--- src/rtl/xbr_pkg.sv ---
// Shared constants, types and functions for the bounded xorwow generator.
// No dependencies; every other file uses this package by scoped names.
package xbr_pkg;

    localparam int unsigned WORD_W   = 32;
    localparam int unsigned NUM_WORDS = 5;
    localparam int unsigned ADDR_W   = 2;

    localparam logic [WORD_W-1:0] WEYL_STEP = 32'd362437;

    localparam logic [ADDR_W-1:0] SEED_ADDR = 2'd0;

    localparam logic CMD_DRAW   = 1'b0;
    localparam logic CMD_RESEED = 1'b1;

    typedef struct packed {
        logic reseed;
        logic step;
    } gen_ctrl_t;

    function automatic logic [WORD_W-1:0] cover_mask(input logic [WORD_W-1:0] v);
        logic [WORD_W-1:0] m;
        m = v;
        m = m | (m >> 1);
        m = m | (m >> 2);
        m = m | (m >> 4);
        m = m | (m >> 8);
        m = m | (m >> 16);
        return m;
    endfunction

    function automatic logic [WORD_W-1:0] xorwow_word(
        input logic [WORD_W-1:0] first,
        input logic [WORD_W-1:0] last
    );
        logic [WORD_W-1:0] t;
        t = last;
        t = t ^ (t >> 2);
        t = t ^ (t << 1);
        t = t ^ first ^ (first << 4);
        return t;
    endfunction

endpackage

--- src/rtl/xbr_if.sv ---
// Valid/ready stream interfaces for draw requests and drawn words.
// Depends on xbr_pkg for field widths.
interface xbr_req_if;
    logic                      valid;
    logic                      ready;
    logic                      cmd;
    logic [xbr_pkg::WORD_W-1:0] range_limit;

    modport source (output valid, output cmd, output range_limit, input ready);
    modport sink   (input valid, input cmd, input range_limit, output ready);
endinterface

interface xbr_rsp_if;
    logic                      valid;
    logic                      ready;
    logic [xbr_pkg::WORD_W-1:0] drawn_value;

    modport source (output valid, output drawn_value, input ready);
    modport sink   (input valid, input drawn_value, output ready);
endinterface

--- src/rtl/xbr_top.sv ---
// Bounded random draw block: request sequencer and output register.
// Depends on xbr_pkg, xbr_if, xbr_cfg and xbr_gen.
//
// Usage:
//   req carries cmd and range_limit; rsp carries drawn_value; both are
//   valid/ready channels, a word moves when valid and ready are high.
//   The APB port holds seed_word at byte address 0.
//   A reseed word loads seed_word into all five shift words, clears the
//   counter and returns nothing.
//   A draw word registers the limit and the cover mask of limit minus one
//   at acceptance, then steps the single xorshift-plus-add unit in the
//   rejection loop, once a cycle while the output register is free, and
//   compares the masked output to the limit. Fewer than two steps are
//   needed on average. The sequencer returns to IDLE as the result is
//   registered, so the next word can be taken from that point on.
//   A limit of 0 or 1 returns 0 without stepping.
//   req.ready is high while no draw is in progress, so the next word is
//   taken while a result still waits in the output register.
//   If rsp stalls, a draw in progress holds without stepping until the output
//   register frees.
//   Reset clears the seed, shift words and counter to zero and empties
//   the output register.
module xorwow_bounded_random (
    input  logic                       clk,
    input  logic                       rst_n,
    input  logic                       psel,
    input  logic                       penable,
    input  logic                       pwrite,
    input  logic [xbr_pkg::ADDR_W-1:0] paddr,
    input  logic [xbr_pkg::WORD_W-1:0] pwdata,
    output logic [xbr_pkg::WORD_W-1:0] prdata,
    output logic                       pready,
    xbr_req_if.sink                    req,
    xbr_rsp_if.source                  rsp
);

    typedef enum logic {
        IDLE,
        DRAW
    } state_t;

    state_t                     state_reg;
    logic [xbr_pkg::WORD_W-1:0] limit_reg;
    logic [xbr_pkg::WORD_W-1:0] mask_reg;
    logic                       small_reg;
    logic                       rsp_valid_reg;
    logic [xbr_pkg::WORD_W-1:0] rsp_data_reg;

    logic [xbr_pkg::WORD_W-1:0] seed_word;
    logic [xbr_pkg::WORD_W-1:0] raw_next;
    logic [xbr_pkg::WORD_W-1:0] masked;
    xbr_pkg::gen_ctrl_t         gen_ctrl;
    logic                       req_fire;
    logic                       out_free;
    logic                       hit;
    logic                       done;

    xbr_cfg u_cfg (
        .clk       (clk),
        .rst_n     (rst_n),
        .psel      (psel),
        .penable   (penable),
        .pwrite    (pwrite),
        .paddr     (paddr),
        .pwdata    (pwdata),
        .prdata    (prdata),
        .pready    (pready),
        .seed_word (seed_word)
    );

    xbr_gen u_gen (
        .clk       (clk),
        .rst_n     (rst_n),
        .ctrl      (gen_ctrl),
        .seed_word (seed_word),
        .raw_next  (raw_next)
    );

    assign req.ready   = (state_reg == IDLE);
    assign req_fire    = req.valid && req.ready;
    assign out_free    = !rsp_valid_reg || rsp.ready;
    assign masked      = raw_next & mask_reg;
    assign hit         = (masked < limit_reg);
    assign done        = (state_reg == DRAW) && out_free && (small_reg || hit);

    always_comb
    begin
        gen_ctrl.reseed = req_fire && (req.cmd == xbr_pkg::CMD_RESEED);
        gen_ctrl.step   = (state_reg == DRAW) && !small_reg && out_free;
    end

    assign rsp.valid       = rsp_valid_reg;
    assign rsp.drawn_value = rsp_data_reg;

    always_ff @(posedge clk or negedge rst_n)
    begin
        if (!rst_n)
        begin
            state_reg     <= IDLE;
            rsp_valid_reg <= 1'b0;
        end
        else
        begin
            if (done)
            begin
                rsp_valid_reg <= 1'b1;
            end
            else if (rsp.ready)
            begin
                rsp_valid_reg <= 1'b0;
            end
            case (state_reg)
                IDLE:
                begin
                    if (req_fire && (req.cmd == xbr_pkg::CMD_DRAW))
                    begin
                        state_reg <= DRAW;
                    end
                end
                DRAW:
                begin
                    if (done)
                    begin
                        state_reg <= IDLE;
                    end
                end
                default:
                begin
                    state_reg <= IDLE;
                end
            endcase
        end
    end

    always_ff @(posedge clk)
    begin
        if (req_fire)
        begin
            limit_reg <= req.range_limit;
            mask_reg  <= xbr_pkg::cover_mask(req.range_limit - 32'd1);
            small_reg <= (req.range_limit < 32'd2);
        end
        if ((state_reg == DRAW) && out_free)
        begin
            if (small_reg)
            begin
                rsp_data_reg <= '0;
            end
            else if (hit)
            begin
                rsp_data_reg <= masked;
            end
        end
    end

endmodule

--- src/rtl/xbr_cfg.sv ---
// APB-style register port holding the seed word.
// Depends on xbr_pkg.
module xbr_cfg (
    input  logic                       clk,
    input  logic                       rst_n,
    input  logic                       psel,
    input  logic                       penable,
    input  logic                       pwrite,
    input  logic [xbr_pkg::ADDR_W-1:0] paddr,
    input  logic [xbr_pkg::WORD_W-1:0] pwdata,
    output logic [xbr_pkg::WORD_W-1:0] prdata,
    output logic                       pready,
    output logic [xbr_pkg::WORD_W-1:0] seed_word
);

    logic [xbr_pkg::WORD_W-1:0] seed_reg;
    logic                       wr_en;

    assign pready = 1'b1;
    assign wr_en  = psel && penable && pwrite && pready && (paddr == xbr_pkg::SEED_ADDR);

    always_ff @(posedge clk or negedge rst_n)
    begin
        if (!rst_n)
        begin
            seed_reg <= '0;
        end
        else if (wr_en)
        begin
            seed_reg <= pwdata;
        end
    end

    assign prdata    = (paddr == xbr_pkg::SEED_ADDR) ? seed_reg : '0;
    assign seed_word = seed_reg;

endmodule

--- src/rtl/xbr_gen.sv ---
// Xorwow state: five shift words, the Weyl counter and the one-step update unit.
// Depends on xbr_pkg.
module xbr_gen (
    input  logic                       clk,
    input  logic                       rst_n,
    input  xbr_pkg::gen_ctrl_t         ctrl,
    input  logic [xbr_pkg::WORD_W-1:0] seed_word,
    output logic [xbr_pkg::WORD_W-1:0] raw_next
);

    logic [xbr_pkg::WORD_W-1:0] words_reg [xbr_pkg::NUM_WORDS];
    logic [xbr_pkg::WORD_W-1:0] weyl_reg;
    logic [xbr_pkg::WORD_W-1:0] first_next;
    logic [xbr_pkg::WORD_W-1:0] weyl_next;

    assign first_next = xbr_pkg::xorwow_word(words_reg[0], words_reg[xbr_pkg::NUM_WORDS-1]);
    assign weyl_next  = weyl_reg + xbr_pkg::WEYL_STEP;
    assign raw_next   = first_next + weyl_next;

    always_ff @(posedge clk or negedge rst_n)
    begin
        if (!rst_n)
        begin
            for (int i = 0; i < xbr_pkg::NUM_WORDS; i++)
            begin
                words_reg[i] <= '0;
            end
            weyl_reg <= '0;
        end
        else if (ctrl.reseed)
        begin
            for (int i = 0; i < xbr_pkg::NUM_WORDS; i++)
            begin
                words_reg[i] <= seed_word;
            end
            weyl_reg <= '0;
        end
        else if (ctrl.step)
        begin
            for (int i = 1; i < xbr_pkg::NUM_WORDS; i++)
            begin
                words_reg[i] <= words_reg[i-1];
            end
            words_reg[0] <= first_next;
            weyl_reg     <= weyl_next;
        end
    end

endmodule
--- src/flat_wrapper.sv ---
// flat-port wrapper written by rule: the top's interface ports become plain ports
module xorwow_bounded_random_flat 
  (clk, rst_n, psel, penable, pwrite, paddr, pwdata, prdata, pready, req_valid, req_cmd, req_range_limit, req_ready, rsp_valid, rsp_drawn_value, rsp_ready);
  xbr_req_if req_i ();
  xbr_rsp_if rsp_i ();
  input  logic clk;
  input  logic rst_n;
  input  logic psel;
  input  logic penable;
  input  logic pwrite;
  input  logic [xbr_pkg::ADDR_W-1:0] paddr;
  input  logic [xbr_pkg::WORD_W-1:0] pwdata;
  output logic [xbr_pkg::WORD_W-1:0] prdata;
  output logic pready;
  input wire logic [$bits(req_i.valid)-1:0] req_valid;
  input wire logic [$bits(req_i.cmd)-1:0] req_cmd;
  input wire logic [$bits(req_i.range_limit)-1:0] req_range_limit;
  output wire logic [$bits(req_i.ready)-1:0] req_ready;
  output wire logic [$bits(rsp_i.valid)-1:0] rsp_valid;
  output wire logic [$bits(rsp_i.drawn_value)-1:0] rsp_drawn_value;
  input wire logic [$bits(rsp_i.ready)-1:0] rsp_ready;
  assign req_i.valid = req_valid;
  assign req_i.cmd = req_cmd;
  assign req_i.range_limit = req_range_limit;
  assign req_ready = req_i.ready;
  assign rsp_valid = rsp_i.valid;
  assign rsp_drawn_value = rsp_i.drawn_value;
  assign rsp_i.ready = rsp_ready;
  xorwow_bounded_random u_core (.clk(clk), .rst_n(rst_n), .psel(psel), .penable(penable), .pwrite(pwrite), .paddr(paddr), .pwdata(pwdata), .prdata(prdata), .pready(pready), .req(req_i), .rsp(rsp_i));
endmodule
--- config.mk ---
export PLATFORM = sky130hd
export DESIGN_NAME = xorwow_bounded_random_flat
export DESIGN_NICKNAME = d
export VERILOG_FILES = /design/src/rtl/xbr_pkg.sv /design/src/rtl/xbr_if.sv /design/src/rtl/xbr_top.sv /design/src/rtl/xbr_cfg.sv /design/src/rtl/xbr_gen.sv /design/src/flat_wrapper.sv
export SDC_FILE = /design/constraint.sdc
export NUM_CORES = 1
export LEC_CHECK = 0
export CAP_MARGIN = 20
export CORE_ASPECT_RATIO = 0.7
export CORE_MARGIN = 2
export CORE_UTILIZATION = 70
export DETAILED_ROUTE_END_ITERATION = 10
export DONT_BUFFER_PORTS = 1
export HOLD_SLACK_MARGIN = 0.02
export PLACE_DENSITY = 0.85
export SKIP_CTS_REPAIR_TIMING = 1
export SYNTH_ARGS = -nofsm -noshare
export SYNTH_HDL_FRONTEND = slang
export SYNTH_HIERARCHICAL = 1
export SYNTH_SLANG_ARGS = --single-unit
--- constraint.sdc ---
create_clock -name clk -period 13.87 [get_ports clk]
set_input_delay 2.774 -clock clk [delete_from_list [all_inputs] [get_ports clk]]
set_output_delay 2.774 -clock clk [all_outputs]
set_load 0.005 [all_outputs]
Yosys cells after proc, flatten, opt, wreduce, memory -nomap -nowiden
Cells that the tools add are included.

Output and inout port bits: 67. Bits in registers: 323.

Muxes and demuxes: 11. Magnitude comparators: 2. Reduce and logical (&&, ||, !) cells: 19. Bitwise logic cells: 12. $add $sub $neg: 3.

Operators by type and width (count): 2-to-1 mux 160 bit (2); 2-to-1 mux 32 bit (4); XOR 32 bit (3); adder 32 x 19 -> 32 bit, second input constant (1); adder 32 bit (1); AND 32 bit (1); < comparator 32 x 2 -> 1 bit, second input constant (1); < comparator 32 bit (1); bitwise OR 32 x 16 -> 32 bit (1); bitwise OR 32 x 24 -> 32 bit (1); bitwise OR 32 x 28 -> 32 bit (1); bitwise OR 32 x 30 -> 32 bit (1); bitwise OR 32 x 31 -> 32 bit (1); subtractor 32 x 1 -> 32 bit, second input constant (1); XOR 32 x 30 -> 32 bit (1); logical AND 1 bit (10); nonzero test 2 bit (3); 2-to-1 mux 1 bit (4); zero test 1 bit (2); zero test 2 bit (1); logical OR 1 bit (2); NOT 1 bit (2); case mux 1 bit (2 select lines) (1); AND reduction 2 bit (1).

Longest topological paths before layout
Depth after elaboration: 11. Depth in mapped cells: 24. Gate-level depth less buffers: 24.

Hierarchy
Netlist, hierarchy kept.

Modules (own cells, without submodules): xbr_gen (times used 1, cells an instance 1173, area an instance 11496.0 sq um, seq. area each 4804.6 sq um); xorwow_bounded_random (times used 1, cells an instance 499, area an instance 5470.2 sq um, seq. area each 2962.8 sq um); xbr_cfg (times used 1, cells an instance 107, area an instance 1585.3 sq um, seq. area each 800.8 sq um).

Worst setup path before layout
No wires, ideal clock.

Path kind: input port to flip-flop. Start point: input req_valid. End point: register u_core/u_gen/words_reg[107] (netlist name). Arrival time: 6809 ps. Required time: 13733 ps. Stages on the path: 7. Path slack: 6924 ps. Path through: nor2b_1 -> and2_1 -> inv_1 -> clkbuf_1 -> clkbuf_1 -> nor2_1 -> a21oi_1.

RTL lines: start: declaration (line flat_wrapper.sv:15) `input wire logic [$bits(req_i.valid)-1:0] req_valid;`; end signal: indexed assignment (line xbr_gen.sv:34) `words_reg[i] <= seed_word;`; end signal: indexed assignment (line xbr_gen.sv:42) `words_reg[i] <= words_reg[i-1];`; end: declaration (line xbr_gen.sv:11) `logic [xbr_pkg::WORD_W-1:0] words_reg [xbr_pkg::NUM_WORDS];`.

Final worst setup path
Start point: register u_core/u_gen/weyl_reg[0] (netlist name). End point: register u_core.rsp_data_reg, in the netlist u_core/rsp.drawn_value[3], enable pin.

Cells in the longest elaborated chain, start to end: 6.

Ends and longest elaborated chain: start: declaration (line xbr_gen.sv:12) `logic [xbr_pkg::WORD_W-1:0] weyl_reg;`; start signal: assignment (line xbr_gen.sv:45) `weyl_reg <= weyl_next;`; adder 32 x 19 -> 32 bit (line xbr_gen.sv:17) `assign weyl_next = weyl_reg + xbr_pkg::WEYL_STEP;`; adder 32 bit (line xbr_gen.sv:18) `assign raw_next = first_next + weyl_next;`; net u_core.raw_next (one bit) (line xbr_top.sv:50) `logic [xbr_pkg::WORD_W-1:0] raw_next;`; AND 32 bit (line xbr_top.sv:82) `assign masked = raw_next & mask_reg;`; net u_core.masked (one bit) (line xbr_top.sv:51) `logic [xbr_pkg::WORD_W-1:0] masked;`; < comparator 32 bit (line xbr_top.sv:83) `assign hit = (masked < limit_reg);`; nonzero test 2 bit (no line); AND reduction 2 bit (no line); end signal: assignment (line xbr_top.sv:151) `rsp_data_reg <= masked;`; end: declaration (line xbr_top.sv:47) `logic [xbr_pkg::WORD_W-1:0] rsp_data_reg;`.

The timed path passes the listed nets, and every way through them passes these cells. A chain may end at the register's enable or synchronous reset.

==> flow_summary_export.csv <==
group,metric,value,unit
status,status,"completed",
cells_and_area,finalNetCount,1881,
floorplanning,dieArea,0.0278,mm2
global_routing,grt_pass1_vias,12781,
global_routing,grt_max_degree,227,
global_routing,track_usage,29.9,%
yosys,synth_edf_count,97,
clocking,clk_pin_slew,0.07,ns
floorplanning,fp-row-count,49,
sta,tns,0,ns
clocking,h-tree-depth,1,
yosys,syn_area_per_cell,10.4,um2
sta,setup_viol,0,
yosys,synth_top_area_cell,"dfrtp_1",
routing,wirelength,41.2,mm
worst_setup_path,endpoint_kind,"flop",
worst_setup_path,crit_fanout,32,
worst_setup_path,required,14.07,ns
yosys,synthFlopType,"dfrtp_1",
clocking,clk-insertion-delay-late,0.58,ns
worst_setup_path,timing.rr.start,"u_core/u_gen/weyl_reg[0]$_DFFE_PN0P_",
floorplanning,die_w,199,um
yosys,synth_cell_types,82,
placed_design,gp_congestion,0.960,
yosys,synth.most_common_cell,"dfrtp_1",
worst_setup_path,start_kind,"flop",
cells_and_area,largest_reg_flops,160,
sta,finalHoldViolCount,0,
yosys,yosysSeqAreaShare,46.2,%
worst_setup_path,cp-startpoint,"u_core/u_gen/weyl_reg[0]$_DFFE_PN0P_",
sta,relSlewSlack,27.6,%
routing,firstDrtPassIters,7,
sta,rsz0062_at_grt,"no",
worst_setup_path,reg2reg_slack,7.11,ns
yosys,synth_top_area_share,30.5,%
clocking,cts_inserted_buffers,31,
worst_setup_path,r2r_end,"u_core/rsp.drawn_value[3]$_SDFFCE_PP0P_",
clocking,cts_buffer_depth,3,
yosys,syn_inst,1779,
cells_and_area,synthToLayoutAreaGrowth,6.74,%
cells_and_area,nFillCells,1709,
yosys,mappedNetlistNets,1919,
worst_setup_path,worstRegToRegCells,24,
floorplanning,ioPinCount,141,
worst_hold_path,worstHoldPathType,"flop to flop",
placed_design,port_buffers,0,
job,maxCapViolCount,0,
floorplanning,die_height,140,um
placed_design,dp_hpwl,28.4,mm
sta,layout_min_cycle_time,6.76,ns
sta,period_share,48.7,%
sta,clock_skew,0.0145,ns
sta,drv_slew,0,
routing,drcViolationCount,0,
sta,max_freq,148,MHz
global_routing,overflow,0,
global_routing,antenna_found_initial,0,
global_routing,grt_pass1_wl,66.5,mm
sta,worst_slew_pin_slew,1.09,ns
routing,vias_per_cell,6.24,
yosys,ys_seq_elements,323,
cells_and_area,drive_above_1_share,7.03,%
yosys,syn-cell-area,0.0186,mm2
routing,vias,13237,
worst_setup_path,crit_type,"flop to flop",
routing,wl_per_cell,19.4,um
cells_and_area,insertedDiodeCount,0,
routing,drt_iter0_drc,1130,
yosys,synth.top_cells.by_count,"226 x dfrtp_1, 189 x a21oi_1, 159 x mux2i_1",
clocking,cts_tree,"done",
yosys,yosys-top-cells-area,"dfrtp_1 30%, edfxtp_1 16%, mux2i_1 8.6%, xnor2_1 7.0%, a21oi_1 5.1%",
floorplanning,coreArea,0.0259,mm2
worst_setup_path,endpoint,"u_core/rsp.drawn_value[3]$_SDFFCE_PP0P_",
floorplanning,initial_core_util,71.7,%
routing,postRouteAntennaNets,0,
worst_setup_path,crit_arrival,6.96,ns
clocking,cts.root.buffer_cell,"clkbuf_16",
yosys,synth-warning-count,6,
clocking,numClockSinks,323,
yosys,ys_async_sr_fraction,70.0,%
-- worst min-delay path by stage --
stage / startpoint / to / depth (start not counted)
global placement: u_core/u_cfg/seed_word[3]$_DFFE_PN0P_ / u_core/u_cfg/seed_word[3]$_DFFE_PN0P_ / 1
detailed placement: u_core/u_cfg/seed_word[25]$_DFFE_PN0P_ / u_core/u_gen/words_reg[153]$_DFFE_PN0P_ / 2
CTS: u_core/u_cfg/seed_word[25]$_DFFE_PN0P_ / u_core/u_gen/words_reg[153]$_DFFE_PN0P_ / 2
finish: u_core/u_cfg/seed_word[25]$_DFFE_PN0P_ / u_core/u_gen/words_reg[153]$_DFFE_PN0P_ / 2
global route: u_core/u_cfg/seed_word[3]$_DFFE_PN0P_ / u_core/u_cfg/seed_word[3]$_DFFE_PN0P_ / 1
floorplan: u_core/u_cfg/seed_word[26]$_DFFE_PN0P_ / u_core/u_gen/words_reg[154]$_DFFE_PN0P_ / 2
-- layout make-up --
cell class                      count  area (um2)  area share (%)
Inverter                           61         231            1.17
Clock buffer                       49         982            4.96
Clock inverter                      6        63.8           0.322
Sequential cell                   323        8570            43.3
Tap cell                          357         447            2.26
Timing Repair Buffer               14         129           0.651
Multi-Input combinational cell   1310        9380            47.4
-- metal layers --
metal | track usage [%] | vias up | wire length, um | share of wire [%]
li1 | - | 6225 | - | -
met1 | 42.6 | 6415 | 18000 | 44
met2 | 45.7 | 492 | 18700 | 45
met3 | 7.68 | 105 | 3430 | 8.3
met4 | 8.33 | 0 | 1160 | 2.8
met5 | 0 | - | 0 | 0
-- cells in the final DEF (no fill, tap or decap), types with 6 or more instances in the layout --
cell	count
dfrtp_1	226
a21oi_1	189
mux2i_1	159
xnor2_1	148
nand2_1	123
nor2_1	111
edfxtp_1	97
xor2_1	73
o21ai_0	65
ha_1	65
and2_1	63
inv_1	60
nor2b_1	41
clkbuf_16	34
nand3_1	31
mux2_4	30
nor3_1	22
nand4_1	22
nor4_1	12
buf_4	11
a21o_1	10
o31ai_1	9
a31oi_1	8
a211oi_1	8
or3_1	7
clkbuf_8	6
nand2b_1	6
o211ai_1	6
and3_1	6
-- cell families (layout without fill, tap and decap cells) --
kind of cell,count (synthesis),after routing,synth area share (%)
AOI/OAI and AO/OA,339,339,10.6
xor gates and xnor gates,221,221,10.4
adders and majority gates,66,66,4.49
buffers and inverters,146,130,3.39
DFF,323,323,46.2
muxes,191,191,11.1
other,1,1,0.0202
and+or+nand+nor,492,492,13.8
-- stage by stage --
stage,utilization [%],hold WS [ns],instances,setup slack [ns],instance area [um2]
final,76.5,0.544,2120,7.11,19800
after global routing,76.5,0.567,2120,6.60,19800
after CTS,76.4,0.549,2117,7.16,19800
after detailed placement,72.3,0.534,2062,7.18,18700
after global placement,72.3,0.520,2062,7.25,18700
after floorplan,-,0.485,1779,6.92,18600
-- worst max-delay path, cell delays in order (launching register included) --
cell       delay, ns
dfrtp_1         0.42
ha_1            0.29
o2111ai_2       0.42
a31oi_1         0.23
o31ai_2         0.44
nand2_1         0.20
nand2_1         0.12
xnor2_1         0.12
ha_1            0.33
a21oi_1         0.30
nand2_1         0.09
a211oi_1        0.18
a21oi_1         0.06
a311oi_1        0.66
o21bai_1        0.19
xor2_1          0.19
and2_1          0.18
ha_1            0.30
a21o_1          0.18
a21oi_1         0.14
nor2b_1         0.06
o21ai_0         0.16
a211o_1         0.16
nand3_1         0.14
nor2_4          0.79
Power is not shown: default switching activity piles up to over one toggle a cycle in this logic, so the estimate is an artifact.
